### src/sv/cmil_pkg.sv
package cmil_pkg;

  localparam int MaxBands     = 8;
  localparam int MaxModes     = 8;
  localparam int MaxSamples   = 256;
  localparam int SidxW        = 8;
  localparam int SlotW        = 14;
  localparam int TimeW        = 48;
  localparam int ValW         = 32;
  localparam int MagW         = 33;
  localparam int ProdW        = 81;

  localparam logic [1:0] OP_WR_TIME   = 2'd0;
  localparam logic [1:0] OP_WR_SAMPLE = 2'd1;
  localparam logic [1:0] OP_QUERY     = 2'd2;

  localparam logic [1:0] ST_OK       = 2'd0;
  localparam logic [1:0] ST_BAD_BAND = 2'd1;
  localparam logic [1:0] ST_BAD_MODE = 2'd2;
  localparam logic [1:0] ST_BAD_TIME = 2'd3;

  // controller to datapath
  typedef struct packed {
    logic capture;     // latch input item
    logic write_mem;   // perform load write
    logic rd_ends;     // latch t[0] and read t[n-1]
    logic chk_range;   // latch range check
    logic rd_mid;      // read time table at mid
    logic step;        // apply probe compare
    logic rd_pair;     // read t[lo] and first sample
    logic rd_pair2;    // read t[lo+1] and second sample
    logic setup;       // form num/den, magnitudes
    logic mul_lo;      // first partial product
    logic mul_hi;      // second partial product, start divide
    logic div_step;    // one quotient bit
    logic finish;      // apply quotients
    logic emit_zero;   // emit zero result with status
  } cmil_cmd_t;

  typedef struct packed {
    logic [1:0] op;
    logic [1:0] err;        // check status from fields and registers
    logic       range_bad;
    logic       search_done;
    logic       div_done;
  } cmil_sts_t;

endpackage

### src/sv/cmil_ctrl.sv
module cmil_ctrl (
  input  logic               clk,
  input  logic               rst_n,
  input  logic               start,
  output logic               busy,
  input  cmil_pkg::cmil_sts_t sts,
  output cmil_pkg::cmil_cmd_t cmd
);
  import cmil_pkg::*;

  typedef enum logic [3:0] {
    S_IDLE, S_DECODE, S_ENDS, S_RANGE, S_MID, S_STEP, S_PAIR, S_PAIR2,
    S_SETUP, S_MUL_LO, S_MUL_HI, S_DIV, S_DONE
  } state_t;

  state_t state_r, state_nxt;

  always_comb begin
    state_nxt = state_r;
    cmd       = '0;
    case (state_r)
      S_IDLE: begin
        if (start) begin
          cmd.capture = 1'b1;
          state_nxt = S_DECODE;
        end
      end
      S_DECODE: begin
        if (sts.op != OP_QUERY) begin
          cmd.write_mem = 1'b1;
          cmd.emit_zero = 1'b1;
          state_nxt = S_IDLE;
        end else if (sts.err != ST_OK) begin
          cmd.emit_zero = 1'b1;
          state_nxt = S_IDLE;
        end else begin
          cmd.rd_ends = 1'b1;
          state_nxt = S_ENDS;
        end
      end
      S_ENDS: begin
        cmd.chk_range = 1'b1;
        state_nxt = S_RANGE;
      end
      S_RANGE: begin
        if (sts.range_bad) begin
          cmd.emit_zero = 1'b1;
          state_nxt = S_IDLE;
        end else if (sts.search_done) begin
          cmd.rd_pair = 1'b1;
          state_nxt = S_PAIR;
        end else begin
          cmd.rd_mid = 1'b1;
          state_nxt = S_MID;
        end
      end
      S_MID: begin
        cmd.step = 1'b1;
        state_nxt = S_STEP;
      end
      S_STEP: begin
        if (sts.search_done) begin
          cmd.rd_pair = 1'b1;
          state_nxt = S_PAIR;
        end else begin
          cmd.rd_mid = 1'b1;
          state_nxt = S_MID;
        end
      end
      S_PAIR: begin
        cmd.rd_pair2 = 1'b1;
        state_nxt = S_PAIR2;
      end
      S_PAIR2: begin
        cmd.setup = 1'b1;
        state_nxt = S_SETUP;
      end
      S_SETUP: begin
        cmd.mul_lo = 1'b1;
        state_nxt = S_MUL_LO;
      end
      S_MUL_LO: begin
        cmd.mul_hi = 1'b1;
        state_nxt = S_MUL_HI;
      end
      S_MUL_HI: begin
        cmd.div_step = 1'b1;
        state_nxt = S_DIV;
      end
      S_DIV: begin
        if (sts.div_done) begin
          cmd.finish = 1'b1;
          state_nxt = S_IDLE;
        end else begin
          cmd.div_step = 1'b1;
        end
      end
      default: state_nxt = S_IDLE;
    endcase
  end

  // hold state
  always_ff @(posedge clk) begin
    if (!rst_n) begin
      state_r <= S_IDLE;
    end else begin
      state_r <= state_nxt;
    end
  end

  assign busy = (state_r != S_IDLE);

endmodule

### config.mk
export PLATFORM = sky130hd
export DESIGN_NAME = cmil_ctrl
export DESIGN_NICKNAME = d
export VERILOG_FILES = /design/src/sv/cmil_pkg.sv /design/src/sv/cmil_ctrl.sv
export SDC_FILE = /design/constraint.sdc
export NUM_CORES = 1
export LEC_CHECK = 0
export BUFFER_PORTS_ARGS = -buffer_cell sky130_fd_sc_hd__buf_2
export CORE_AREA = 3 3 40 42
export DETAILED_ROUTE_END_ITERATION = 8
export DIE_AREA = 0 0 43 45
export SLEW_MARGIN = 10
export SYNTH_ARGS = -nofsm -noshare
export SYNTH_HDL_FRONTEND = slang
export SYNTH_SLANG_ARGS = --single-unit
export TNS_END_PERCENT = 100
### constraint.sdc
create_clock -name clk -period 2.82 [get_ports clk]
set_input_delay 0.141 -clock clk [delete_from_list [all_inputs] [get_ports clk]]
set_output_delay 0.141 -clock clk [all_outputs]
set_load 0.01 [all_outputs]
# Word level (Yosys, flattened, before mapping)
# Index checks and enable logic that the tools add are counted.
# word_totals
reg_bits,4
out_inout_bits,15
elab_cells,52
# classes
eq_ne,14
muxes,33
reduce_logical,4
# ops
operator,n
4-bit one-hot mux with 12 select lines,1
1-bit 2-to-1 mux,21
4-bit by 3-bit equality test with 1-bit output (second input constant),4
4-bit equality test (second input constant),4
4-bit 2-to-1 mux,4
4-bit by 2-bit equality test with 1-bit output (second input constant),2
1-bit one-hot mux with 2 select lines,4
2-bit 2-to-1 mux,3
2-bit != test (second input constant),3
4-bit by 1-bit equality test with 1-bit output (second input constant),1
4-bit zero test,1
4-bit nonzero test,1
2-bit AND reduction,1
2-bit nonzero test,1

# Logic depth before layout (Yosys ltp)
# Gate-level depths: netlist of run 1.
# logic_depth
word_depth,4
mapped_depth,4
depth_no_buf,3

# Least setup slack after synthesis of run 1
# OpenSTA, ideal clock, no wires.
# synth_path
path_kind,flip-flop to output port
start,register state_r[1]
end,output port cmd[0] in the netlist's numbering
t_arrival_ns,1.026
required_ns,2.679
setup_slack_ns,1.653
path_stages_with_launch,4
cell_sequence,dfxtp_1 -> buf_4 -> o21ai_0 -> nor4b_1
# synth_rtl
element,line_no,text
from (decl),cmil_ctrl.sv:16,"state_t state_r, state_nxt;"
from (signal assigned),cmil_ctrl.sv:107,state_r <= state_nxt;
to (decl),cmil_ctrl.sv:7,output cmil_pkg::cmil_cmd_t cmd

==> impl_metrics.py, run 1 <==
metrics = {
    "outcome": {
        "outcome": "completed",
    },
    "logic_synthesis": {
        "yosysWarnings": 0,
        "synth-seq-area-share_pct": 19.88,
        "netlist_instances": 58,
        "avgSynthCellArea_sq_um": 6.946,
        "synth_top_family_by_area": "simple AND/OR/NAND/NOR gates",
        "synth_area_sq_um": 402.9,
        "synthDistinctLibCells": 25,
        "synth_compound_area_share_pct": 19.88,
        "synth_xor_area_share_pct": 0,
        "synth_fa_ha_area_share_pct": 0,
        "synth_nets": 68,
        "ys_seq_elements": 4,
        "synth.area.mux_share_pct": 2.795,
        "synthSimpleGateAreaFrac_pct": 47.20,
    },
    "job": {
        "drv_cap": 0,
    },
    "placed_design": {
        "gp_congestion": 0.7608,
        "dp_hpwl_um": 829.7,
        "io_buffers": 24,
    },
    "setup_path": {
        "worstSetupEndpointType": "output port",
        "cp.required_ns": 2.68,
        "cp-start-kind": "register",
        "cp_max_fo": 12,
        "r2r-start": "state_r[0]$_SDFFE_PN0P_",
        "crit_type": "reg -> out",
        "crit_arrival_ns": 1.48,
        "cp-startpoint": "state_r[2]$_SDFFE_PN0P_",
    },
    "sta": {
        "hold_slack_ns": 0.1954,
        "slew_violations": 0,
        "fmax_mhz": 616.5,
        "setup_tns_ns": 0,
        "period_minus_slack_ns": 1.622,
        "slew_headroom_pct": 71.78,
        "skew_ns": 0.002028,
        "period_share_pct": 57.52,
        "tightest_slew_ns": 0.4174,
        "rsz0062_at_grt": "false",
        "final_hold_viol_count": 0,
        "finalSetupViolCount": 0,
    },
    "power_and_ir_drop": {
        "p_leak_nw": 0.2807,
        "ir_drop_uv": 218.4,
        "power_density_mw_per_mm2": 366.6,
    },
    "clock_tree": {
        "clockBufferDepth": 2,
        "cts_resized": 0,
        "cts-root-buf": "clkbuf_4",
        "post_cts_buffers": 0,
        "cts_hold_buf": 0,
        "clock_latency_ns": 0.23,
        "cts_tree": "yes",
        "cts_buffers": 3,
        "cts.sinks": 4,
        "cts_max_level": 1,
        "clkTransAtPathRegs_ns": 0.04,
    },
    "grt": {
        "grt_max_degree": 16,
        "grt_pass1_wl_mm": 1.718,
        "antenna_found_initial": 0,
        "grt_pass1_vias": 390,
        "gr-total-overflow": 0,
        "grt_usage_pct": 11.25,
    },
    "drt": {
        "vias": 495,
        "wl_met1_um": 480,
        "drc": 0,
        "wl_per_cell_um": 11.13,
        "wl_met3_um": 78,
        "wl_met2_um": 494,
        "ant_nets": 0,
        "top_layer_used": "met4",
        "vias_per_cell": 5.156,
        "drt_pass1_iterations": 4,
        "dr.first_iter.drc_count": 10,
        "drt_wl_total_mm": 1.068,
    },
    "layout": {
        "largestRegisters": "state_r (4)",
        "largest_reg_flops": 4,
        "filler_cell_count": 148,
        "antenna_cells": 0,
        "drive_above_1_share_pct": 33.33,
        "multi_input_area_sq_um": 281.5,
        "layout_commonest_cell": "buf_2",
        "regArea_sq_um": 80.08,
        "regMostFlops": "state_r",
        "nets": 93,
        "syn_to_final_growth_pct": 32.61,
        "final_util_pct": 41.58,
        "layout_common_cells": "buf_2, nand2_1, nor2_1, and3_1",
    },
    "floorplan": {
        "pin_count": 25,
        "coreArea_sq_mm": 0.001285,
        "die_x_um": 43,
        "die_y_um": 45,
        "placementRows": 13,
        "die_area_sq_mm": 0.001935,
        "start_util_pct": 31.35,
    },
    "hold_path": {
        "min_from": "rst_n",
        "min_path_type": "in -> reg",
    },
}
## final timing paths
check	to	slack, ns	depth (start not counted)
setup / recovery	cmd[9]	1.20	4
hold / removal	state_r[3]$_SDFFE_PN0P_	0.20	2
setup reg to reg	state_r[2]$_SDFFE_PN0P_	1.54	3
hold reg to reg	state_r[0]$_SDFFE_PN0P_	0.74	1
## stage by stage
stage / total power [W] / cells / instance area, sq um / setup WS [ns]
after floorplan: 0.0001083 / 58 / 402.9 / 1.653
after global placement: 0.0001289 / 93 / 511.7 / 1.446
after detailed placement: 0.0001291 / 93 / 511.7 / 1.436
after CTS: 0.0002012 / 96 / 534.3 / 1.183
after global routing: 0.0002138 / 96 / 534.3 / 1.038
final: 0.0001958 / 96 / 534.3 / 1.198
## cell usage after synthesis
| library cell | count | area share [%] |
|---|---|---|
| o21a_1 | 1 | 1.9 |
| o2111a_1 | 1 | 2.8 |
| inv_1 | 3 | 2.8 |
| nor2b_1 | 2 | 3.1 |
| or2b_1 | 1 | 1.9 |
| o21ai_0 | 2 | 2.5 |
| nor2_1 | 6 | 5.6 |
| nor4b_1 | 2 | 4.3 |
| nand3_1 | 2 | 2.5 |
| nor3b_1 | 2 | 3.7 |
| nand2b_1 | 2 | 3.1 |
| buf_4 | 4 | 7.5 |
| a211oi_1 | 1 | 1.9 |
| a21oi_1 | 1 | 1.2 |
| o2111ai_1 | 2 | 4.3 |
| and3_1 | 6 | 9.3 |
| o21ai_1 | 1 | 1.2 |
| mux2_1 | 1 | 2.8 |
| a21boi_0 | 1 | 1.9 |
| or2_1 | 1 | 1.6 |
| nand2_1 | 6 | 5.6 |
| nor3_1 | 4 | 5.0 |
| a311oi_1 | 1 | 2.2 |
| dfxtp_1 | 4 | 20 |
| nand4_1 | 1 | 1.6 |
## per-layer routing
| metal | vias to the layer above | GRT usage, % |
|---|---|---|
| met3 | 2 | 2.390 |
| met2 | 15 | 16.47 |
| met1 | 218 | 14.98 |
| li1 | 260 | - |
| met5 | - | 0 |
| met4 | 0 | 7.229 |
## worst max-delay path: stages (launching register included)
cell and delay (ns):
dfxtp_1 0.52, or2b_1 0.29, o21ai_1 0.10, nor3b_1 0.19, buf_2 0.16
## power breakdown
part           switching, W  internal [W]  leakage, nW   total, W
Sequential        0.0000114     0.0000606       0.0326  0.0000720
Combinational     0.0000301     0.0000257        0.234  0.0000559
Clock             0.0000205     0.0000474       0.0138  0.0000679
Total             0.0000621      0.000134        0.281   0.000196
## final cells by class
class | instances | area share [%]
multi-input cells | 47 | 52.69
repair buffers | 24 | 22.48
flip-flops and latches | 4 | 14.99
clock buffers | 3 | 4.215
well taps | 15 | 3.513
inverters | 3 | 2.108
## kinds of logic after synthesis
family / count (synthesis)
AND/OR/NAND/NOR: 35
AO/OA/AOI/OAI: 11
buffers and inverters: 7
flip-flops: 4
multiplexers: 1
Note: power is estimated with default switching activity, not from simulation.
==> run 2, diff against run 1 <==
--- a/config.mk
+++ b/config.mk
@@ -5,6 +5,7 @@
 export SDC_FILE = /design/constraint.sdc
 export NUM_CORES = 1
 export LEC_CHECK = 0
+export ABC_AREA = 1
 export BUFFER_PORTS_ARGS = -buffer_cell sky130_fd_sc_hd__buf_2
 export CORE_AREA = 3 3 40 42
 export DETAILED_ROUTE_END_ITERATION = 8
==> constraint.sdc (replaced) <==
create_clock -name clk -period 1.6 [get_ports clk]
set_input_delay 0.08 -clock clk [delete_from_list [all_inputs] [get_ports clk]]
set_output_delay 0.08 -clock clk [all_outputs]
set_load 0.01 [all_outputs]
==> impl_metrics.py, run 2 <==
metrics = {
    "floorplan": {
        "start_util_pct": 28.72,
        "coreArea_sq_mm": 0.001285,
        "die_y_um": 45,
        "placementRows": 13,
        "pin_count": 25,
        "die_x_um": 43,
        "die_area_sq_mm": 0.001935,
    },
    "placed_design": {
        "dp_hpwl_um": 847,
        "gp_congestion": 0.7451,
        "io_buffers": 24,
        "post-place-ws_ns": 0.4799,
    },
    "outcome": {
        "outcome": "completed",
    },
    "sta": {
        "final_hold_viol_count": 0,
        "slew_violations": 0,
        "setup_slack_ns": 0.2354,
        "period_share_pct": 85.29,
        "skew_ns": 0.006825,
        "fmax_mhz": 732.8,
        "rsz0062_at_grt": "false",
        "finalSetupViolCount": 0,
        "setup_tns_ns": 0,
        "period_minus_slack_ns": 1.365,
        "slew_headroom_pct": 86.52,
        "tightest_slew_ns": 0.2019,
    },
    "logic_synthesis": {
        "yosysWarnings": 0,
        "yosysMostFrequentCell": "inv_1",
        "ys_seq_elements": 4,
        "synthDistinctLibCells": 14,
        "synthArstFlopShare_pct": 0,
        "avgSynthCellArea_sq_um": 5.509,
        "netlist_instances": 67,
        "netlist_top_cells_count": "inv_1, nand2_1, nor2_1",
        "synth_top_flop_cell": "dfxtp_1",
        "synth_edf_count": 0,
        "synth_top_cell_by_area": "dfxtp_1",
        "synth.top_cell.area_share_pct": 21.69,
        "synth-seq-area-share_pct": 21.69,
        "synth_area_sq_um": 369.1,
        "synth_area_leaders": "dfxtp_1, inv_1, nand2_1",
        "synth_nets": 77,
    },
    "grt": {
        "grt_pass1_vias": 400,
        "grt_usage_pct": 10.92,
        "grt_max_degree": 7,
        "grt_pass1_wl_mm": 1.538,
        "gr-total-overflow": 0,
        "antenna_found_initial": 0,
    },
    "power_and_ir_drop": {
        "switching_share_pct": 27.03,
        "p_leak_nw": 0.3436,
        "netSwitchingPower_w": 0.00007850,
        "ir_drop_uv": 384.9,
        "p_int_w": 0.0002119,
        "power_w": 0.0002904,
        "comb_power_share_pct": 20.2,
        "seq_power_share_pct": 36.7,
        "power_density_mw_per_mm2": 547.4,
        "clock_power_share_pct": 43.1,
    },
    "layout": {
        "layout_commonest_cell": "buf_2",
        "layout_common_cells": "buf_2, inv_1, nand2_1",
        "largestRegisters": "state_r (4)",
        "regMostFlops": "state_r",
        "antenna_cells": 0,
        "largest_reg_flops": 4,
        "drive_above_1_share_pct": 42.55,
        "nets": 106,
        "syn_to_final_growth_pct": 43.73,
    },
    "drt": {
        "vias_per_cell": 4.459,
        "drt_wl_total_um": 982,
        "wl_met1_um": 397,
        "dr.first_iter.drc_count": 2,
        "wl_met2_um": 500,
        "drc": 0,
        "drt_pass1_iterations": 4,
        "wl_met3_um": 84,
        "wl_per_cell_um": 9.009,
        "vias": 486,
        "ant_nets": 0,
        "top_layer_used": "met3",
    },
    "clock_tree": {
        "cts_tree": "yes",
        "clkTransAtPathRegs_ns": 0.04,
        "cts_max_level": 1,
        "post_cts_buffers": 0,
        "cts_buffers": 3,
        "cts-root-buf": "clkbuf_4",
        "cts_resized": 0,
        "clock_latency_ns": 0.24,
        "cts.sinks": 4,
        "cts_hold_buf": 0,
        "clockBufferDepth": 2,
    },
    "setup_path": {
        "cp-start-kind": "register",
        "crit_arrival_ns": 1.28,
        "worstSetupEndpointType": "output port",
        "cp.required_ns": 1.52,
        "slowest_stage": "dfxtp_1",
        "cp_max_fo": 5,
        "crit_type": "reg -> out",
        "critPathMaxStageDelay_ns": 0.35,
        "path_cells": "nor2_2 > inv_1 > nor2_1 > inv_1 > nor2_1 > buf_2",
    },
    "hold_path": {
        "min_path_type": "in -> reg",
    },
    "job": {
        "drv_cap": 0,
    },
}
[run 2: cell count changes after synthesis, moves of 4 or more]
cell,change
nor2_2,+5
inv_1,+11
a21oi_1,+5
inv_2,+4
and3_1,-6
buf_4,-4
nor2_1,+5
nand2_1,+7
[run 2: cell type report]
| class | instances | area, sq um |
|---|---|---|
| multi-input cells | 45 | 221.5 |
| inverters | 18 | 67.56 |
| repair buffers | 24 | 120.1 |
| well taps | 15 | 18.77 |
| flip-flops and latches | 4 | 80.08 |
| fillers | 148 | 754.5 |
| clock buffers | 3 | 22.52 |
[run 2: per-layer routing]
layer | track usage [%] | vias up
met2 | 19.16 | 14
met5 | 0 | -
met4 | 5.422 | 0
met1 | 10.87 | 215
met3 | 5.179 | 0
li1 | - | 257
[run 2: worst paths after layout]
kind / cells after the start / slack (ns) / from / end
worst max-delay path: 6 / 0.24 / state_r[2]$_SDFFE_PN0P_ / cmd[13]
worst max register to register: 6 / 0.48 / state_r[2]$_SDFFE_PN0P_ / state_r[0]$_SDFFE_PN0P_
worst min register to register: 4 / 0.62 / state_r[2]$_SDFFE_PN0P_ / state_r[2]$_SDFFE_PN0P_
worst min-delay path: 3 / 0.05 / rst_n / state_r[1]$_SDFFE_PN0P_
[run 2: critical path: cells and delay by family, from the launching register on]
kind / cells / cell delay (ns)
buffers and inverters: 3 / 0.30
DFF: 1 / 0.35
and+or+nand+nor: 3 / 0.39
[run 2: per-stage QoR]
step           hold WS [ns]  util [%]  area (sq um)  cells
3_3_place_gp         0.2828     39.53         508.0    106
5_1_grt             0.06911     41.29         530.5    109
6_report            0.04776     41.29         530.5    109
2_1_floorplan        0.1776         -         369.1     67
3_5_place_dp         0.2885     39.53         508.0    106
4_1_cts             0.04473     41.29         530.5    109
[run 2: logic make-up after synthesis]
logic type	Yosys count	share of synthesized area, %
compound gates	8	11.53
simple gates	37	48.47
flops	4	21.70
buf+inv	18	18.30
[run 2: power groups by stage]
stage               clock [W]  combinational [W]  sequential, W
floorplan                   0          0.0000341       0.000107
global placement            0          0.0000585       0.000108
detailed placement          0          0.0000593       0.000108
CTS                  0.000131          0.0000595       0.000106
global route         0.000140          0.0000657       0.000107
finish               0.000125          0.0000586       0.000107
==> run 3, diff against run 2 <==
--- a/config.mk
+++ b/config.mk
@@ -5,7 +5,6 @@
 export SDC_FILE = /design/constraint.sdc
 export NUM_CORES = 1
 export LEC_CHECK = 0
-export ABC_AREA = 1
 export BUFFER_PORTS_ARGS = -buffer_cell sky130_fd_sc_hd__buf_2
 export CORE_AREA = 3 3 40 42
 export DETAILED_ROUTE_END_ITERATION = 8
==> impl_metrics.py, run 3 (synthesis results as in run 1) <==
metrics = {
    "outcome": {
        "outcome": "completed",
    },
    "clock_tree": {
        "cts.sinks": 4,
        "cts_tree": "yes",
        "post_cts_buffers": 0,
        "cts-root-buf": "clkbuf_4",
        "cts_buffers": 3,
        "cts_hold_buf": 0,
        "cts_max_level": 1,
        "clock_latency_ns": 0.23,
        "clockBufferDepth": 2,
        "clkTransAtPathRegs_ns": 0.04,
    },
    "layout": {
        "antenna_cells": 0,
        "stdcell_count": 97,
        "syn_to_final_growth_pct": 35.40,
        "regMostFlops": "state_r",
        "nets": 94,
        "layout_common_cells": "buf_2, nand2_1, nor2_1, and3_1, nor3_1",
        "layout_commonest_cell": "buf_2",
        "largestRegisters": "state_r (4)",
        "drive_above_1_share_pct": 37.80,
        "largest_reg_flops": 4,
        "final_util_pct": 42.45,
    },
    "floorplan": {
        "die_x_um": 43,
        "coreArea_sq_mm": 0.001285,
        "die_area_sq_mm": 0.001935,
        "pin_count": 25,
        "placementRows": 13,
        "die_y_um": 45,
        "start_util_pct": 31.35,
    },
    "setup_path": {
        "cp.required_ns": 1.52,
        "cp-start-kind": "register",
        "cp_max_fo": 12,
        "crit_type": "reg -> out",
        "crit_arrival_ns": 1.33,
        "worstSetupEndpointType": "output port",
    },
    "power_and_ir_drop": {
        "power_density_mw_per_mm2": 648.8,
        "p_leak_nw": 0.2871,
        "ir_drop_uv": 513.4,
        "power_w": 0.0003539,
    },
    "placed_design": {
        "post-place-ws_ns": 0.3135,
        "place_inst": 94,
        "dp_hpwl_um": 877.8,
        "io_buffers": 24,
        "gp_congestion": 0.7568,
    },
    "sta": {
        "tightest_slew_ns": 0.4784,
        "finalSetupViolCount": 0,
        "period_share_pct": 88.33,
        "fmax_mhz": 707.6,
        "period_minus_slack_ns": 1.413,
        "rsz0062_at_grt": "false",
        "skew_ns": 0.0006517,
        "setup_tns_ns": 0,
        "slew_violations": 0,
        "final_hold_viol_count": 0,
        "setup_slack_ns": 0.1868,
        "slew_headroom_pct": 67.65,
    },
    "drt": {
        "vias": 509,
        "ant_nets": 0,
        "wl_per_cell_um": 12.03,
        "drt_wl_total_mm": 1.167,
        "vias_per_cell": 5.247,
        "drt_pass1_iterations": 4,
        "dr.first_iter.drc_count": 6,
        "drc": 0,
    },
    "grt": {
        "grt_pass1_vias": 408,
        "grt_usage_pct": 12.32,
        "grt_pass1_wl_mm": 1.780,
        "grt_max_degree": 15,
        "gr-total-overflow": 0,
        "antenna_found_initial": 0,
    },
    "hold_path": {
        "min_path_type": "in -> reg",
    },
    "job": {
        "drv_cap": 0,
    },
}
## run 3: changes by cell type in the layout (fill, tap and decap cells not counted), moves of 5 or more
cell and change:
nor2_2 -5, nand2_1 -7, and3_1 +6, nor2_1 -5, a21oi_1 -5, inv_1 -11
## run 3: per-layer routing
metal / share of wire [%] / vias up / GRT usage (%)
li1: - / 259 / -
met2: 51 / 15 / 18.56
met5: 0 / - / 0
met1: 44 / 235 / 15.42
met4: 0 / 0 / 9.036
met3: 5.2 / 0 / 2.789
## run 3: final cells by class
type | count | area, sq um
fillers | 147 | 739.5
multi-input cells | 47 | 281.5
repair buffers | 25 | 127.6
flip-flops and latches | 4 | 83.83
clock buffers | 3 | 22.52
well taps | 15 | 18.77
inverters | 3 | 11.26
## run 3: stage by stage
stage | area (sq um) | hold WS [ns]
floorplan | 402.9 | 0.1977
global placement | 519.2 | 0.3725
detailed placement | 519.2 | 0.3832
CTS | 541.8 | 0.1363
global route | 545.5 | 0.1432
finish | 545.5 | 0.1399
## run 3: what timing repair did
| item | in CTS | in global routing |
|---|---|---|
| endpoints found under the hold margin | 0 | 0 |
| gates resized for setup | 0 | 3 |
| endpoints found under the setup margin | 0 | 3 |
## run 3: final timing paths
check | end | from | cells after the start | slack (ns)
setup / recovery | cmd[9] | state_r[2]$_SDFFE_PN0P_ | 4 | 0.19
hold reg to reg | state_r[0]$_SDFFE_PN0P_ | state_r[1]$_SDFFE_PN0P_ | 1 | 0.67
hold / removal | state_r[3]$_SDFFE_PN0P_ | rst_n | 2 | 0.14
setup reg to reg | state_r[0]$_SDFFE_PN0P_ | state_r[3]$_SDFFE_PN0P_ | 3 | 0.39
## run 3: power breakdown
part	switching [W]	total [W]	internal (W)
sequential	0.0000181	0.000126	0.000108
clock	0.0000382	0.000122	0.0000837
combinational	0.0000568	0.000106	0.0000488
## run 3: critical path, stage by stage, from the launching register on
cell and delay, ns:
dfxtp_2 0.42, or2b_1 0.26, o21ai_1 0.09, nor3b_1 0.18, buf_2 0.16
